===== config.mk =====
export PLATFORM = sky130hd
export DESIGN_NAME = priority_task_scheduler_flat
export DESIGN_NICKNAME = d
export VERILOG_FILES = /design/src/hdl/pts_pkg.sv /design/src/hdl/pts_if.sv /design/src/hdl/priority_task_scheduler.sv /design/src/hdl/pts_task_table.sv /design/src/hdl/pts_eval_unit.sv /design/src/flat_wrapper.sv
export SDC_FILE = /design/constraint.sdc
export NUM_CORES = 1
export LEC_CHECK = 0
export BUFFER_PORTS_ARGS = -buffer_cell sky130_fd_sc_hd__buf_2
export CAP_MARGIN = 40
export CORE_UTILIZATION = 50
export DETAILED_ROUTE_END_ITERATION = 10
export PLACE_DENSITY = 0.67
export SLEW_MARGIN = 5
export SYNTH_ARGS = -nofsm -noshare
export SYNTH_HDL_FRONTEND = slang
export SYNTH_SLANG_ARGS = --single-unit

===== constraint.sdc =====
create_clock -name clk -period 9.1 [get_ports clk]
set_input_delay 0.455 -clock clk [delete_from_list [all_inputs] [get_ports clk]]
set_output_delay 0.455 -clock clk [all_outputs]
set_load 0.03 [all_outputs]

===== src/hdl/pts_pkg.sv =====
// Package for the priority task scheduler: sizes, operation codes,
// table access structs and small helper functions.
// No dependencies.
`default_nettype none

package pts_pkg;

  // Table sizes
  localparam int MAX_TASKS  = 8;
  localparam int MAX_LEVELS = 8;

  localparam int SLOT_W  = $clog2(MAX_TASKS);
  localparam int LVL_W   = $clog2(MAX_LEVELS);
  localparam int TOT_W   = $clog2(MAX_TASKS + 1);
  localparam int DIST_W  = SLOT_W + 1;
  localparam int DELAY_W = 32;
  localparam int TICK_W  = 32;

  // Operation codes
  localparam logic [1:0] OP_CREATE = 2'd0;
  localparam logic [1:0] OP_DELAY  = 2'd1;
  localparam logic [1:0] OP_TICK   = 2'd2;
  localparam logic [1:0] OP_SWITCH = 2'd3;

  // Status codes
  localparam logic STATUS_OK   = 1'b0;
  localparam logic STATUS_FULL = 1'b1;

  // Write port bundle into the task table
  typedef struct packed {
    logic               pri_we;
    logic [SLOT_W-1:0]  pri_addr;
    logic [LVL_W-1:0]   pri_data;
    logic               dly_we;
    logic [SLOT_W-1:0]  dly_addr;
    logic [DELAY_W-1:0] dly_data;
    logic               lst_we;
    logic [LVL_W-1:0]   lst_addr;
    logic [SLOT_W-1:0]  lst_data;
  } tbl_wr_t;

  // Read data for the slot under scan
  typedef struct packed {
    logic [LVL_W-1:0]   pri;
    logic [DELAY_W-1:0] dly;
    logic [SLOT_W-1:0]  last;
  } tbl_rd_t;

  // Best candidate so far in a switch scan
  typedef struct packed {
    logic              found;
    logic [LVL_W-1:0]  pri;
    logic [SLOT_W-1:0] rr_pos;
  } best_t;

  // Result of the shared evaluate unit
  typedef struct packed {
    logic               dly_wr;
    logic [DELAY_W-1:0] dly_dec;
    logic               better;
    logic [SLOT_W-1:0]  rr_pos;
  } eval_t;

  // Low three bits of a slot index, zero extended when the index is narrower
  function automatic logic [2:0] slot_low3(input logic [SLOT_W-1:0] s);
    logic [SLOT_W+2:0] w;
    w = {3'b000, s};
    return w[2:0];
  endfunction

endpackage

`default_nettype wire


===== src/hdl/pts_if.sv =====
// Channel interfaces of the priority task scheduler: request and result.
// Valid/ready handshake; no package dependencies.
`default_nettype none

interface pts_in_if;
  logic        valid;
  logic        ready;
  logic [1:0]  operation;
  logic [7:0]  priority_req;
  logic [31:0] delay_ticks;

  modport source (output valid, operation, priority_req, delay_ticks, input ready);
  modport sink   (input valid, operation, priority_req, delay_ticks, output ready);
endinterface

interface pts_out_if;
  logic        valid;
  logic        ready;
  logic [2:0]  current_task;
  logic        current_valid;
  logic [2:0]  created_task;
  logic        status;
  logic [31:0] tick_now;

  modport source (output valid, current_task, current_valid, created_task, status,
                  tick_now, input ready);
  modport sink   (input valid, current_task, current_valid, created_task, status,
                  tick_now, output ready);
endinterface

`default_nettype wire


===== src/hdl/priority_task_scheduler.sv =====
// Top level of the priority task scheduler: sequencer, state registers and
// result register. Depends on pts_pkg, pts_if, pts_task_table, pts_eval_unit.
//
//  Channel  | Direction | Contents
//  ---------+-----------+--------------------------------------------------
//  in_ch    | sink      | operation, priority_req, delay_ticks
//  out_ch   | source    | current_task, current_valid, created_task, status,
//           |           | tick_now
//
// Create and delay: accepted in idle, then the done state publishes the result.
// Tick and switch: the slot scan runs one slot per cycle through the shared
// evaluate unit, then the done state publishes the result.
// One transaction is in work at a time; a new one is taken while the result
// register still waits on out_ch.ready, and a finished one holds until that
// register frees. Reset is synchronous, needs no pass.
`default_nettype none

module priority_task_scheduler
  import pts_pkg::*;
(
  input  logic  clk,
  input  logic  rst_n,
  pts_in_if.sink    in_ch,
  pts_out_if.source out_ch
);

  localparam logic [1:0] ST_IDLE = 2'd0;
  localparam logic [1:0] ST_SCAN = 2'd1;
  localparam logic [1:0] ST_DONE = 2'd2;

  logic [1:0]         state_r, state_nxt;
  logic [1:0]         op_r;
  logic [SLOT_W-1:0]  idx_r, idx_nxt;
  logic [TOT_W-1:0]   total_r;
  logic [SLOT_W-1:0]  run_slot_r;
  logic [LVL_W-1:0]   run_pri_r;
  logic               run_valid_r;
  logic [TICK_W-1:0]  tick_r;
  logic [SLOT_W-1:0]  created_r;
  logic               status_r;
  best_t              best_r, best_nxt;
  logic [SLOT_W-1:0]  best_slot_r, best_slot_nxt;

  logic               out_valid_r;
  logic [2:0]         out_cur_r;
  logic               out_cur_valid_r;
  logic [2:0]         out_created_r;
  logic               out_status_r;
  logic [TICK_W-1:0]  out_tick_r;

  logic               in_acc;
  logic               full;
  logic               scan_last;
  logic               publish;
  logic [LVL_W-1:0]   req_lvl;
  logic [SLOT_W-1:0]  free_slot;
  tbl_wr_t            wr;
  tbl_rd_t            rd;
  eval_t              ev;

  assign in_ch.ready = (state_r == ST_IDLE);
  assign in_acc      = in_ch.valid && in_ch.ready;
  assign full        = (total_r == TOT_W'(MAX_TASKS));
  assign free_slot   = total_r[SLOT_W-1:0];
  assign scan_last   = (idx_r == SLOT_W'(MAX_TASKS - 1));
  assign publish     = (state_r == ST_DONE) && (!out_valid_r || out_ch.ready);
  assign req_lvl     = (in_ch.priority_req >= 8'(MAX_LEVELS)) ?
                       LVL_W'(MAX_LEVELS - 1) : in_ch.priority_req[LVL_W-1:0];

  pts_task_table u_table (
    .clk    (clk),
    .rst_n  (rst_n),
    .wr     (wr),
    .rd_idx (idx_r),
    .rd     (rd)
  );

  pts_eval_unit u_eval (
    .idx   (idx_r),
    .total (total_r),
    .rd    (rd),
    .best  (best_r),
    .ev    (ev)
  );

  // Best candidate including the slot under scan
  always_comb begin
    best_nxt      = best_r;
    best_slot_nxt = best_slot_r;
    if (ev.better) begin
      best_nxt.found  = 1'b1;
      best_nxt.pri    = rd.pri;
      best_nxt.rr_pos = ev.rr_pos;
      best_slot_nxt   = idx_r;
    end
  end

  // Table write port
  always_comb begin
    wr = '0;
    if (in_acc && (in_ch.operation == OP_CREATE) && !full) begin
      wr.pri_we   = 1'b1;
      wr.pri_addr = free_slot;
      wr.pri_data = req_lvl;
      wr.dly_we   = 1'b1;
      wr.dly_addr = free_slot;
      wr.dly_data = '0;
    end else if (in_acc && (in_ch.operation == OP_DELAY) && run_valid_r) begin
      wr.dly_we   = 1'b1;
      wr.dly_addr = run_slot_r;
      wr.dly_data = in_ch.delay_ticks;
    end else if ((state_r == ST_SCAN) && (op_r == OP_TICK)) begin
      wr.dly_we   = ev.dly_wr;
      wr.dly_addr = idx_r;
      wr.dly_data = ev.dly_dec;
    end else if ((state_r == ST_SCAN) && scan_last && best_nxt.found) begin
      wr.lst_we   = 1'b1;
      wr.lst_addr = best_nxt.pri;
      wr.lst_data = best_slot_nxt;
    end
  end

  // Sequencer
  always_comb begin
    state_nxt = state_r;
    idx_nxt   = idx_r;
    unique case (state_r)
      ST_IDLE: begin
        if (in_acc) begin
          idx_nxt = '0;
          if ((in_ch.operation == OP_TICK) || (in_ch.operation == OP_SWITCH)) begin
            state_nxt = ST_SCAN;
          end else begin
            state_nxt = ST_DONE;
          end
        end
      end
      ST_SCAN: begin
        idx_nxt = idx_r + SLOT_W'(1);
        if (scan_last) begin
          state_nxt = ST_DONE;
        end
      end
      ST_DONE: begin
        if (publish) begin
          state_nxt = ST_IDLE;
        end
      end
      default: begin
        state_nxt = ST_IDLE;
      end
    endcase
  end

  // Control and scheduler state
  always_ff @(posedge clk) begin
    if (!rst_n) begin
      state_r     <= ST_IDLE;
      idx_r       <= '0;
      total_r     <= '0;
      run_slot_r  <= '0;
      run_valid_r <= 1'b0;
      tick_r      <= '0;
      best_r      <= '0;
    end else begin
      state_r <= state_nxt;
      idx_r   <= idx_nxt;
      if (in_acc) begin
        best_r <= '0;
        case (in_ch.operation)
          OP_CREATE: begin
            if (!full) begin
              total_r <= total_r + TOT_W'(1);
              if (!run_valid_r || (run_pri_r <= req_lvl)) begin
                run_slot_r  <= free_slot;
                run_valid_r <= 1'b1;
              end
            end
          end
          OP_TICK: begin
            tick_r <= tick_r + TICK_W'(1);
          end
          default: begin
          end
        endcase
      end else if ((state_r == ST_SCAN) && (op_r == OP_SWITCH)) begin
        best_r <= best_nxt;
        if (scan_last && best_nxt.found) begin
          run_slot_r  <= best_slot_nxt;
          run_valid_r <= 1'b1;
        end
      end
    end
  end

  // Transaction payload and running priority
  always_ff @(posedge clk) begin
    if (in_acc) begin
      op_r      <= in_ch.operation;
      created_r <= '0;
      status_r  <= STATUS_OK;
      if (in_ch.operation == OP_CREATE) begin
        if (full) begin
          status_r <= STATUS_FULL;
        end else begin
          created_r <= free_slot;
          if (!run_valid_r || (run_pri_r <= req_lvl)) begin
            run_pri_r <= req_lvl;
          end
        end
      end
    end else if ((state_r == ST_SCAN) && (op_r == OP_SWITCH)) begin
      best_slot_r <= best_slot_nxt;
      if (scan_last && best_nxt.found) begin
        run_pri_r <= best_nxt.pri;
      end
    end
  end

  // Result register
  always_ff @(posedge clk) begin
    if (!rst_n) begin
      out_valid_r <= 1'b0;
    end else if (publish) begin
      out_valid_r <= 1'b1;
    end else if (out_ch.ready) begin
      out_valid_r <= 1'b0;
    end
  end

  always_ff @(posedge clk) begin
    if (publish) begin
      out_cur_r       <= run_valid_r ? slot_low3(run_slot_r) : 3'd0;
      out_cur_valid_r <= run_valid_r;
      out_created_r   <= slot_low3(created_r);
      out_status_r    <= status_r;
      out_tick_r      <= tick_r;
    end
  end

  assign out_ch.valid         = out_valid_r;
  assign out_ch.current_task  = out_cur_r;
  assign out_ch.current_valid = out_cur_valid_r;
  assign out_ch.created_task  = out_created_r;
  assign out_ch.status        = out_status_r;
  assign out_ch.tick_now      = out_tick_r;

endmodule

`default_nettype wire


===== src/hdl/pts_task_table.sv =====
// Task table storage: per-slot priority and delay, per-level last served slot.
// Depends on pts_pkg.
`default_nettype none

module pts_task_table
  import pts_pkg::*;
(
  input  logic              clk,
  input  logic              rst_n,
  input  tbl_wr_t           wr,
  input  logic [SLOT_W-1:0] rd_idx,
  output tbl_rd_t           rd
);

  logic [LVL_W-1:0]   pri_mem [MAX_TASKS];
  logic [DELAY_W-1:0] dly_mem [MAX_TASKS];
  logic [SLOT_W-1:0]  lst_r   [MAX_LEVELS];

  // Priority and delay are written before a slot is ever read as used
  always_ff @(posedge clk) begin
    if (wr.pri_we) begin
      pri_mem[wr.pri_addr] <= wr.pri_data;
    end
    if (wr.dly_we) begin
      dly_mem[wr.dly_addr] <= wr.dly_data;
    end
  end

  // Round robin pointers, cleared by reset
  always_ff @(posedge clk) begin
    if (!rst_n) begin
      for (int i = 0; i < MAX_LEVELS; i++) begin
        lst_r[i] <= '0;
      end
    end else if (wr.lst_we) begin
      lst_r[wr.lst_addr] <= wr.lst_data;
    end
  end

  // Read side for the slot under scan
  always_comb begin
    rd.pri  = pri_mem[rd_idx];
    rd.dly  = dly_mem[rd_idx];
    rd.last = lst_r[rd.pri];
  end

endmodule

`default_nettype wire


===== src/hdl/pts_eval_unit.sv =====
// Shared slot evaluate unit: delay decrement for ticks and the priority /
// round robin distance compare for switches. Depends on pts_pkg.
`default_nettype none

module pts_eval_unit
  import pts_pkg::*;
(
  input  logic [SLOT_W-1:0] idx,
  input  logic [TOT_W-1:0]  total,
  input  tbl_rd_t           rd,
  input  best_t             best,
  output eval_t             ev
);

  logic              used;
  logic              rdy;
  logic [DIST_W-1:0] span;
  logic [DIST_W-1:0] wrapped;
  logic [SLOT_W-1:0] rr_pos;

  always_comb begin
    // slots fill from zero and are never freed
    used = TOT_W'(idx) < total;
    rdy  = used && (rd.dly == '0);

    // cyclic distance from the slot after the level's last served one
    span    = DIST_W'(idx) + DIST_W'(MAX_TASKS) - DIST_W'(rd.last) - DIST_W'(1);
    wrapped = (span >= DIST_W'(MAX_TASKS)) ? span - DIST_W'(MAX_TASKS) : span;
    rr_pos  = wrapped[SLOT_W-1:0];

    ev.rr_pos  = rr_pos;
    ev.dly_dec = rd.dly - DELAY_W'(1);
    ev.dly_wr  = used && (rd.dly != '0);
    ev.better  = rdy && (!best.found || (rd.pri > best.pri) ||
                         ((rd.pri == best.pri) && (rr_pos < best.rr_pos)));
  end

endmodule

`default_nettype wire


===== src/flat_wrapper.sv =====
// flat-port wrapper written by rule: the top's interface ports become plain ports
module priority_task_scheduler_flat import pts_pkg::*;
  (clk, rst_n, in_ch_valid, in_ch_operation, in_ch_priority_req, in_ch_delay_ticks, in_ch_ready, out_ch_valid, out_ch_current_task, out_ch_current_valid, out_ch_created_task, out_ch_status, out_ch_tick_now, out_ch_ready);
  pts_in_if in_ch_i ();
  pts_out_if out_ch_i ();
  input  logic clk;
  input  logic rst_n;
  input wire logic [$bits(in_ch_i.valid)-1:0] in_ch_valid;
  input wire logic [$bits(in_ch_i.operation)-1:0] in_ch_operation;
  input wire logic [$bits(in_ch_i.priority_req)-1:0] in_ch_priority_req;
  input wire logic [$bits(in_ch_i.delay_ticks)-1:0] in_ch_delay_ticks;
  output wire logic [$bits(in_ch_i.ready)-1:0] in_ch_ready;
  output wire logic [$bits(out_ch_i.valid)-1:0] out_ch_valid;
  output wire logic [$bits(out_ch_i.current_task)-1:0] out_ch_current_task;
  output wire logic [$bits(out_ch_i.current_valid)-1:0] out_ch_current_valid;
  output wire logic [$bits(out_ch_i.created_task)-1:0] out_ch_created_task;
  output wire logic [$bits(out_ch_i.status)-1:0] out_ch_status;
  output wire logic [$bits(out_ch_i.tick_now)-1:0] out_ch_tick_now;
  input wire logic [$bits(out_ch_i.ready)-1:0] out_ch_ready;
  assign in_ch_i.valid = in_ch_valid;
  assign in_ch_i.operation = in_ch_operation;
  assign in_ch_i.priority_req = in_ch_priority_req;
  assign in_ch_i.delay_ticks = in_ch_delay_ticks;
  assign in_ch_ready = in_ch_i.ready;
  assign out_ch_valid = out_ch_i.valid;
  assign out_ch_current_task = out_ch_i.current_task;
  assign out_ch_current_valid = out_ch_i.current_valid;
  assign out_ch_created_task = out_ch_i.created_task;
  assign out_ch_status = out_ch_i.status;
  assign out_ch_tick_now = out_ch_i.tick_now;
  assign out_ch_i.ready = out_ch_ready;
  priority_task_scheduler u_core (.clk(clk), .rst_n(rst_n), .in_ch(in_ch_i), .out_ch(out_ch_i));
endmodule

Word-level counts from Yosys, hierarchy flattened
Memories as Yosys holds them, arrays and structs flattened. A register that Yosys moved wholly into a read port is not among the register bits.
Cells that the tools add are included.
{"block": "classes", "n_addsub": 8, "multipliers": 0, "div": 0, "n_lt_le_gt_ge": 6, "eq_ne": 16, "shifts": 0, "n_mux": 55, "bitwise_logic": 4, "reduce_logical": 42}
{"op": "2-to-1 mux 36 bit", "count": 3}
{"op": "2-to-1 mux 3 bit", "count": 22}
{"op": "2-to-1 mux 7 bit", "count": 6}
{"op": "adder 32 x 1 -> 32 bit, second input constant", "count": 1}
{"op": "logical NOT 32 bit", "count": 1}
{"op": "nonzero test 32 bit", "count": 1}
{"op": "subtractor 32 x 1 -> 32 bit, second input constant", "count": 1}
{"op": "2-to-1 mux 1 bit", "count": 18}
{"op": "logical AND 1 bit", "count": 15}
{"op": "equality test 2 bit, second input constant", "count": 5}
{"op": "greater-or-equal comparator 8 x 4 -> 1 bit, second input constant", "count": 1}
{"op": "2-to-1 mux 2 bit", "count": 4}
{"op": "!= test 2 bit, second input constant", "count": 4}
{"op": "AND reduction 2 bit", "count": 4}
{"op": "nonzero test 2 bit", "count": 4}
{"op": "one-hot mux 2 bit (3 select lines)", "count": 1}
{"op": "one-hot mux 3 bit (2 select lines)", "count": 1}
{"op": "AND reduction 3 bit", "count": 2}
{"op": "logical OR 1 bit", "count": 5}
{"op": "AND reduction 5 bit", "count": 1}
{"op": "adder 3 x 4 -> 4 bit, second input constant", "count": 1}
{"op": "adder 4 x 1 -> 4 bit, second input constant", "count": 1}
{"op": "equality test 2 x 1 -> 1 bit, second input constant", "count": 2}
{"op": "equality test 4 bit, second input constant", "count": 1}
{"op": "other kinds (17)", "count": 26}
{"block": "word_totals", "reg_bits": 105, "latchBits": 0, "ramBits": 304, "mem_bits_ro": 0, "in_bits": 46, "output_inout_bits": 42, "n_memories": 3}
{"memory": "u_core.u_table.dly_mem", "words": 8, "width": 32, "read_ports": 1, "rd_clocked_by_memory_dff": 1, "wr": 1, "line": "pts_task_table.sv:16", "text": "logic [DELAY_W-1:0] dly_mem [MAX_TASKS];"}
{"memory": "u_core.u_table.lst_r", "words": 8, "width": 3, "read_ports": 1, "rd_clocked_by_memory_dff": 0, "wr": 8, "line": "pts_task_table.sv:17", "text": "logic [SLOT_W-1:0] lst_r [MAX_LEVELS];"}
{"memory": "u_core.u_table.pri_mem", "words": 8, "width": 3, "read_ports": 1, "rd_clocked_by_memory_dff": 1, "wr": 1, "line": "pts_task_table.sv:15", "text": "logic [LVL_W-1:0] pri_mem [MAX_TASKS];"}

Logic depth before layout (Yosys ltp)
Gate-level depths: netlist of the first run.
{"block": "depth", "word_depth": 20, "depth_mapped": 24}

Cells and area by module
From an unflattened synthesis of the first run, not the netlist that was laid out.
{"block": "hier_totals", "cells_unflattened": 1082, "area_unflattened_um2": 17411.7}
{"module": "pts_task_table", "n_inst": 1, "cells_each": 530, "area_per_inst_um2": 11838.9, "seq_area_each_um2": 9128.8}
{"module": "priority_task_scheduler", "n_inst": 1, "cells_each": 428, "area_per_inst_um2": 4697.0, "seq_area_each_um2": 2622.5}
{"module": "pts_eval_unit", "n_inst": 1, "cells_each": 124, "area_per_inst_um2": 875.8, "seq_area_each_um2": 0.0}

Least setup slack after synthesis of the first run
OpenSTA, ideal clock, no wires.
{"block": "synth_timing", "path_kind": "reg-to-reg", "from": "register (tool-made name)", "to": "memory u_core.u_table.lst_r[3][0] (netlist name), enable pin", "setup_ns": 0.324, "arrival_ns": 5.835, "required_ns": 8.776, "path_slack_ns": 2.941, "stages_incl_launch_ff": 25, "path_buffers": 8, "path_cell_list": "dfxtp_1 -> buf_6 -> buf_8 -> buf_2 -> buf_2 -> buf_2 -> mux4_2 -> mux2i_1 -> clkbuf_1 -> and2_1 -> a211oi_1 -> a211oi_1 -> a21oi_1 -> ha_1 -> fa_1 -> xnor2_1 -> xnor2_1 -> ha_1 -> a21oi_1 -> o32a_1 -> a21oi_1 -> or3b_1 -> buf_2 -> buf_6 -> o21ai_1"}
{"element": "to (decl)", "line": "pts_task_table.sv:17"}

==> metrics.md, run 1 <==
| Metric | Value |
|---|---|
| Worst-path cell chain | buf_4, mux2i_1, a21oi_1, ha_1, fa_1, xnor2_1, xnor2_1, ha_1, a21oi_1, o32a_1, a21oi_1, or3b_1, o21ai_0 |
| Die height | 188 um |
| GPL Wtd Cong | 0.799 |
| Drt wl/cell | 20.8 um |
| Register area share after synthesis | 67.9% |
| Post-Syn Nets | 1169 |
| Cell count after synthesis | 1105 |
| Core ar. | 33900 um2 |
| F_max | 0.169 GHz |
| Initial Util | 51.3% |
| H-tree depth | 2 |
| FFs w/ async S/R, synth | 0% |
| # port buffers | 87 |
| Hold Path Class | in -> reg |
| Crit path arrival time | 6.10 ns |
| Post-synth cell types | 62 |
| Top cell type's share of synthesized area | 61.5% |
| Yosys top cell by area | edfxtp_1 |
| Nets | 1273 |
| Slew Viols, Final | 0 |
| Largest cells by area after synthesis | edfxtp_1 61%, mux4_2 8.9%, dfxtp_1 6.4% |
| Hpwl dp | 21.9 mm |
| Setup bufs post-CTS | 0 |
| Register bit total from synthesis | 412 |
| Synth Warn # | 0 |
| PnR Total Power | 0.00392 W |
| Crit. End Element | flop |
| Crit start category | flop |
| Cells on Worst Hold Path | 1 |
| Critical-path top delay cell | dfxtp_2 |
| Area Overhead vs Synth | 14.0% |
| RSZ-0062 raised after global routing | no |
| Total Wirelength | 35.3 mm |
| Worst VDD drop | 0.148 mV |
| Largest net degree at the start of global routing | 49 |
| Top FF cell, synth | edfxtp_1 |
| Grt total ovfl | 0 |
| Syn Std Cell Area | 17400 um2 |
| Required time worst endpoint | 9.29 ns |
| Root Driver | clkbuf_16 |
| PostCTS Resize Cnt | 0 |
| Die Wd | 188 um |
| Relative slew slack | 43.2% |
| Max Cap Viol | 0 |
| Row count | 67 |
| Clock-pin slew on the worst setup and hold paths | 0.06 ns |
| Period utilization | 64.9% |
| Max Root-Sink Buffers | 3 |
| 1st-iter DRT viols | 854 |
| Clk_skew | 0.0166 ns |
| Layout cells sized above 1 | 21.6% |
| Minimum clock period | 5.91 ns |
| Worst Hold End | u_core.op_r[0] |
| Total track usage | 20.4% |
| Hold Buf Count CTS | 0 |
| Post-synth top cells | 356 x edfxtp_1, 70 x nand2_1, 69 x mux4_2 |
| Worst Max-Slew Pin Slew | 0.843 ns |
| Setup CP Type | reg -> reg |
| Endpoints failing hold | 0 |
| Worst skew pair latency | 0.56 ns |
| Antenna violations before repair | 1 |
| Leak | 6.46 nW |
| PwrDens | 198 nW/um2 |
| TritonCTS Buffers | 42 |
| Hold Startpoint | in_ch_operation[0] |
| FF-to-FF setup slack | 3.19 ns |
| Max stage delay on crit path | 0.81 ns |
| Outcome | finished clean |
| Worst R2R Path Depth | 13 |
| Detail-routed via count per cell | 5.78 |
| Via Count | 9783 |
| DRC errors left | 0 |
| CTS tree | yes |
| FILL cells | 2629 |
| 1st-pass router iterations | 5 |
| Top Ports | 88 |
| First-pass GRT wire length | 55.7 mm |
| Num Clock Sinks | 412 |
| Top-count cell post-synth | edfxtp_1 |
| RR Endpoint | u_core.u_table.lst_r[5][1] |
| Vias in the first global route | 9855 |
| Die outline area | 35500 um2 |
| Crit path top cell by count | a21oi_1 |
| Setup TNS | 0 ns |
| Post-synth EDFFs | 356 |
| Detail Route Antenna Nets | 0 |
| Worst Path Max Fanout | 37 |
| Syn Area/Cell | 15.7 um2 |
| Final setup viols | 0 |
layer usage:
metal	track usage (%)	vias up	part of all wire [%]
li1	-	4506	-
met1	28.7	4929	44
met2	32.9	290	48
met3	3.04	58	5.8
met4	6.39	0	2.3
met5	0	-	0
cell type report:
cell class	instances	area, um2	area share, %
Tap cell	448	561	2.83
Multi-Input combinational cell	629	5340	26.9
Inverter	16	60.1	0.303
Clock inverter	22	246	1.24
Antenna cell	1	2.50	0.0126
Clock buffer	56	1120	5.67
Sequential cell	412	11800	59.6
Timing Repair Buffer	108	668	3.37
metrics by stage:
stage / util [%] / setup slack (ns) / hold WS (ns) / instances / cell area, um2
2_1_floorplan: - / 2.94 / 0.400 / 1105 / 17400
3_3_place_gp: 54.1 / 3.37 / 0.423 / 1606 / 18300
3_5_place_dp: 54.4 / 3.22 / 0.421 / 1611 / 18400
4_1_cts: 58.5 / 3.18 / 0.147 / 1689 / 19800
5_1_grt: 58.5 / 2.82 / 0.150 / 1692 / 19800
6_report: 58.5 / 3.19 / 0.168 / 1692 / 19800
worst max path at each step:
| stage | startpoint | to | slack [ns] |
|---|---|---|---|
| CTS | flop | u_core.u_table.lst_r[6][0] | 3.18 |
| finish | flop | u_core.u_table.lst_r[5][1] | 3.19 |
| detailed placement | flop | u_core.u_table.lst_r[6][0] | 3.22 |
| floorplan | flop | u_core.u_table.lst_r[3][0] | 2.94 |
| global route | flop | u_core.u_table.lst_r[5][1] | 2.82 |
| global placement | flop | u_core.u_table.lst_r[4][0] | 3.37 |
cells in the final DEF (no fill, tap or decap), types with 13 or more instances in the layout:
cell type    n
ha_1        17
nand3_1     23
dfxtp_1     53
and2_1      43
nand2_1     70
xnor2_1     43
mux2i_1     46
clkbuf_16   42
edfxtp_1   356
xor2_1      17
o21ai_0     45
nor2_1      34
inv_1       16
mux4_2      69
nor3_1      41
buf_2       87
buf_4       15
nand4_1     13
nor2b_1     13
power breakdown:
part / total, W / internal (W) / switching, W / leakage (nW)
sequential: 0.00206 / 0.00205 / 0.0000107 / 3.70
clock: 0.00170 / 0.000991 / 0.000710 / 0.673
combinational: 0.000158 / 0.0000654 / 0.0000926 / 2.08
critical path: cells and delay by family, from the launching register on:
| kind | cells | cell delay (ns) |
|---|---|---|
| AOI/OAI and AO/OA | 5 | 1.48 |
| xor gates and xnor gates | 2 | 0.37 |
| adders and majority gates | 3 | 0.92 |
| buffers and inverters | 1 | 0.61 |
| DFF | 1 | 0.81 |
| muxes | 1 | 0.71 |
| and+or+nand+nor | 1 | 0.64 |
logic make-up (layout without fill, tap and decap cells):
| kind of cell | after synthesis | in the layout | synth area share [%] |
|---|---|---|---|
| AOI/OAI and AO/OA | 125 | 125 | 4.56 |
| xor gates and xnor gates | 60 | 60 | 3.02 |
| adders and majority gates | 18 | 18 | 1.34 |
| buffers and inverters | 64 | 202 | 1.71 |
| DFF | 412 | 412 | 67.9 |
| muxes | 123 | 123 | 12.2 |
| other | 0 | 1 | 0 |
| and+or+nand+nor | 303 | 303 | 9.23 |
registers in the layout, indices dropped and copies added (netlist names), 2 cells and up, named ones only:
| name | cells |
|---|---|
| u_core.best_r | 7 |
| u_core.best_slot_r | 3 |
| u_core.created_r | 3 |
| u_core.idx_r | 3 |
| u_core.op_r | 2 |
| u_core.out_ch.created_task | 3 |
| u_core.out_ch.current_task | 3 |
| u_core.out_ch.tick_now | 32 |
| u_core.run_pri_r | 3 |
| u_core.run_slot_r | 3 |
| u_core.state_r | 2 |
| u_core.tick_r | 32 |
| u_core.total_r | 4 |
| u_core.u_table.dly_mem | 256 |
| u_core.u_table.lst_r | 24 |
| u_core.u_table.pri_mem | 24 |
No activity file was read; power rests on OpenSTA's default activity.
==> run 2, diff against run 1 <==
- PLACE_DENSITY: 0.67 -> 0.7
- clock period: 9.1 -> 4.8 ns (I/O delays scaled with it)
==> run 2 against run 1 <==
Net effect:
- global-route usage up 0.85 points
- final cell count up 2.4%
- highest routed layer unchanged
- clock power up 91%
- register-to-register slack worse by 3.0 ns
- core utilization up 2.3 points
==> metrics.md, run 2 (same netlist as run 1, synthesis figures left out) <==
| Metric | Value |
|---|---|
| Worst VDD drop | 0.224 mV |
| Worst Max-Slew Pin Slew | 0.858 ns |
| Largest register FFs | 256 |
| Nets | 1315 |
| Crit. End Element | flop |
| Reg with most FFs | u_core.u_table.dly_mem |
| Crit start category | flop |
| H-tree depth | 2 |
| Core ar. | 33900 um2 |
| Worst Path Max Fanout | 16 |
| Clock Power Share | 43.3% |
| Initial Util | 51.3% |
| Detail Route Antenna Nets | 0 |
| Die outline area | 35500 um2 |
| Worst R2R Path Depth | 17 |
| CTS tree | yes |
| Max Root-Sink Buffers | 3 |
| First-pass GRT wire length | 57.7 mm |
| Detail-routed via count per cell | 5.73 |
| Worst skew pair latency | 0.55 ns |
| Die height | 188 um |
| Num Clock Sinks | 412 |
| Hold Startpoint | in_ch_delay_ticks[22] |
| Leading cell type in the layout, fill and taps excluded | edfxtp_1 |
| Total track usage | 21.3% |
| Required time worst endpoint | 5.05 ns |
| Relative slew slack | 42.4% |
| Setup CP Type | reg -> reg |
| Via Count | 9924 |
| Setup ws final | 0.175 ns |
| TritonCTS Buffers | 42 |
| Clock-pin slew on the worst setup and hold paths | 0.06 ns |
| Row count | 67 |
| Pre-CTS WS | 0.180 ns |
| Area Overhead vs Synth | 18.5% |
| Layout cells sized above 1 | 27.4% |
| Ant. Diodes | 0 |
| Switching part of the total | 20.6% |
| PwrDens | 364 nW/um2 |
| DRC errors left | 0 |
| Final setup viols | 0 |
| 1st-pass router iterations | 7 |
| Total Wirelength | 37.2 mm |
| Antenna violations before repair | 0 |
| Max Cap Viol | 0 |
| Most frequent cells in the layout | 356 x edfxtp_1, 87 x buf_2, 70 x nand2_1 |
| Leak | 6.74 nW |
| Cells on Worst Hold Path | 4 |
| Crit path arrival time | 4.87 ns |
| F_max | 0.216 GHz |
| Hpwl dp | 22.6 mm |
| Reg power frac | 52.1% |
| Slew Viols, Final | 0 |
| Die Wd | 188 um |
| Worst Hold End | u_core.u_table.dly_mem[6][22] |
| Endpoints failing hold | 0 |
| RR Endpoint | u_core.u_table.lst_r[3][1] |
| GPL Wtd Cong | 0.856 |
| Period utilization | 96.4% |
| Largest net degree at the start of global routing | 63 |
| Pint | 0.00596 W |
| Clk_skew | 0.0207 ns |
| Drt wl/cell | 21.5 um |
| Top Ports | 88 |
| FF-to-FF setup slack | 0.17 ns |
| Hold Path Class | in -> reg |
| Vias in the first global route | 10093 |
| RSZ-0062 raised after global routing | no |
| Root Driver | clkbuf_16 |
| Setup TNS | 0 ns |
| Minimum clock period | 4.63 ns |
| Switching Power | 0.00154 W |
| Comb pwr share | 4.5% |
| # port buffers | 87 |
| Hold_ws | 0.119 ns |
| 1st-iter DRT viols | 765 |
| Outcome | finished clean |
| Grt total ovfl | 0 |
[run 2: metrics by stage]
step	utilization [%]	power, W	std cells	instance area (um2)
2_1_floorplan	-	0.00422	1105	17800
3_3_place_gp	56.5	0.00431	1648	19100
3_5_place_dp	56.6	0.00432	1650	19200
4_1_cts	60.8	0.00756	1730	20600
5_1_grt	60.9	0.00770	1732	20600
6_report	60.9	0.00750	1732	20600
[run 2: timing repair]
item / in CTS / in global routing
setup buffers: 0 / 2
endpoints found under the hold margin: 3 / 0
resized for setup: 0 / 3
hold buffers: 3 / 0
endpoints found under the setup margin: 0 / 28
[run 2: cell type report]
cell class,instances,area [um2]
well taps,448,561
repair buffers,150,1110
clock buffers,57,1160
fillers,2518,13300
flip-flops and latches,412,11800
multi-input cells,629,5680
inverters,16,60.1
clock inverters,20,220
[run 2: power groups by stage]
stage	Sequential [W]	Clock, W	Combinational, W
2_1_floorplan	0.00399	0	0.000226
3_3_place_gp	0.00399	0	0.000326
3_5_place_dp	0.00399	0	0.000334
4_1_cts	0.00391	0.00331	0.000339
5_1_grt	0.00391	0.00342	0.000368
6_report	0.00391	0.00325	0.000340
[run 2: layer usage]
metal | track usage [%] | routed length (um)
met3 | 3.09 | 2130
met1 | 28.9 | 15900
met2 | 35.5 | 18300
met5 | 0 | 0
met4 | 6.67 | 826
[run 2: worst max-delay path, cell delays in order (launching register included)]
cell and delay [ns]:
dfxtp_4 0.40, mux4_2 0.56, mux2i_4 0.19, buf_12 0.18, nor2b_1 0.06, a211oi_1 0.26
a21oi_1 0.11, a21oi_1 0.17, ha_2 0.20, fa_2 0.46, ha_1 0.28, a21o_1 0.17
a21oi_2 0.17, o32a_1 0.25, a21oi_2 0.12, or3b_4 0.41, buf_12 0.17, o21ai_4 0.16
[run 2: how the worst max path moves through the flow]
stage	startpoint	slack, ns	end	cells after the start
global placement	flop	0.33	u_core.u_table.lst_r[1][0]	17
CTS	flop	0.09	u_core.u_table.lst_r[3][0]	17
global route	flop	0.01	u_core.u_table.lst_r[3][1]	17
detailed placement	flop	0.18	u_core.u_table.lst_r[6][0]	16
finish	flop	0.17	u_core.u_table.lst_r[3][1]	17
floorplan	flop	-0.34	u_core.u_table.dly_mem[5][0]	13
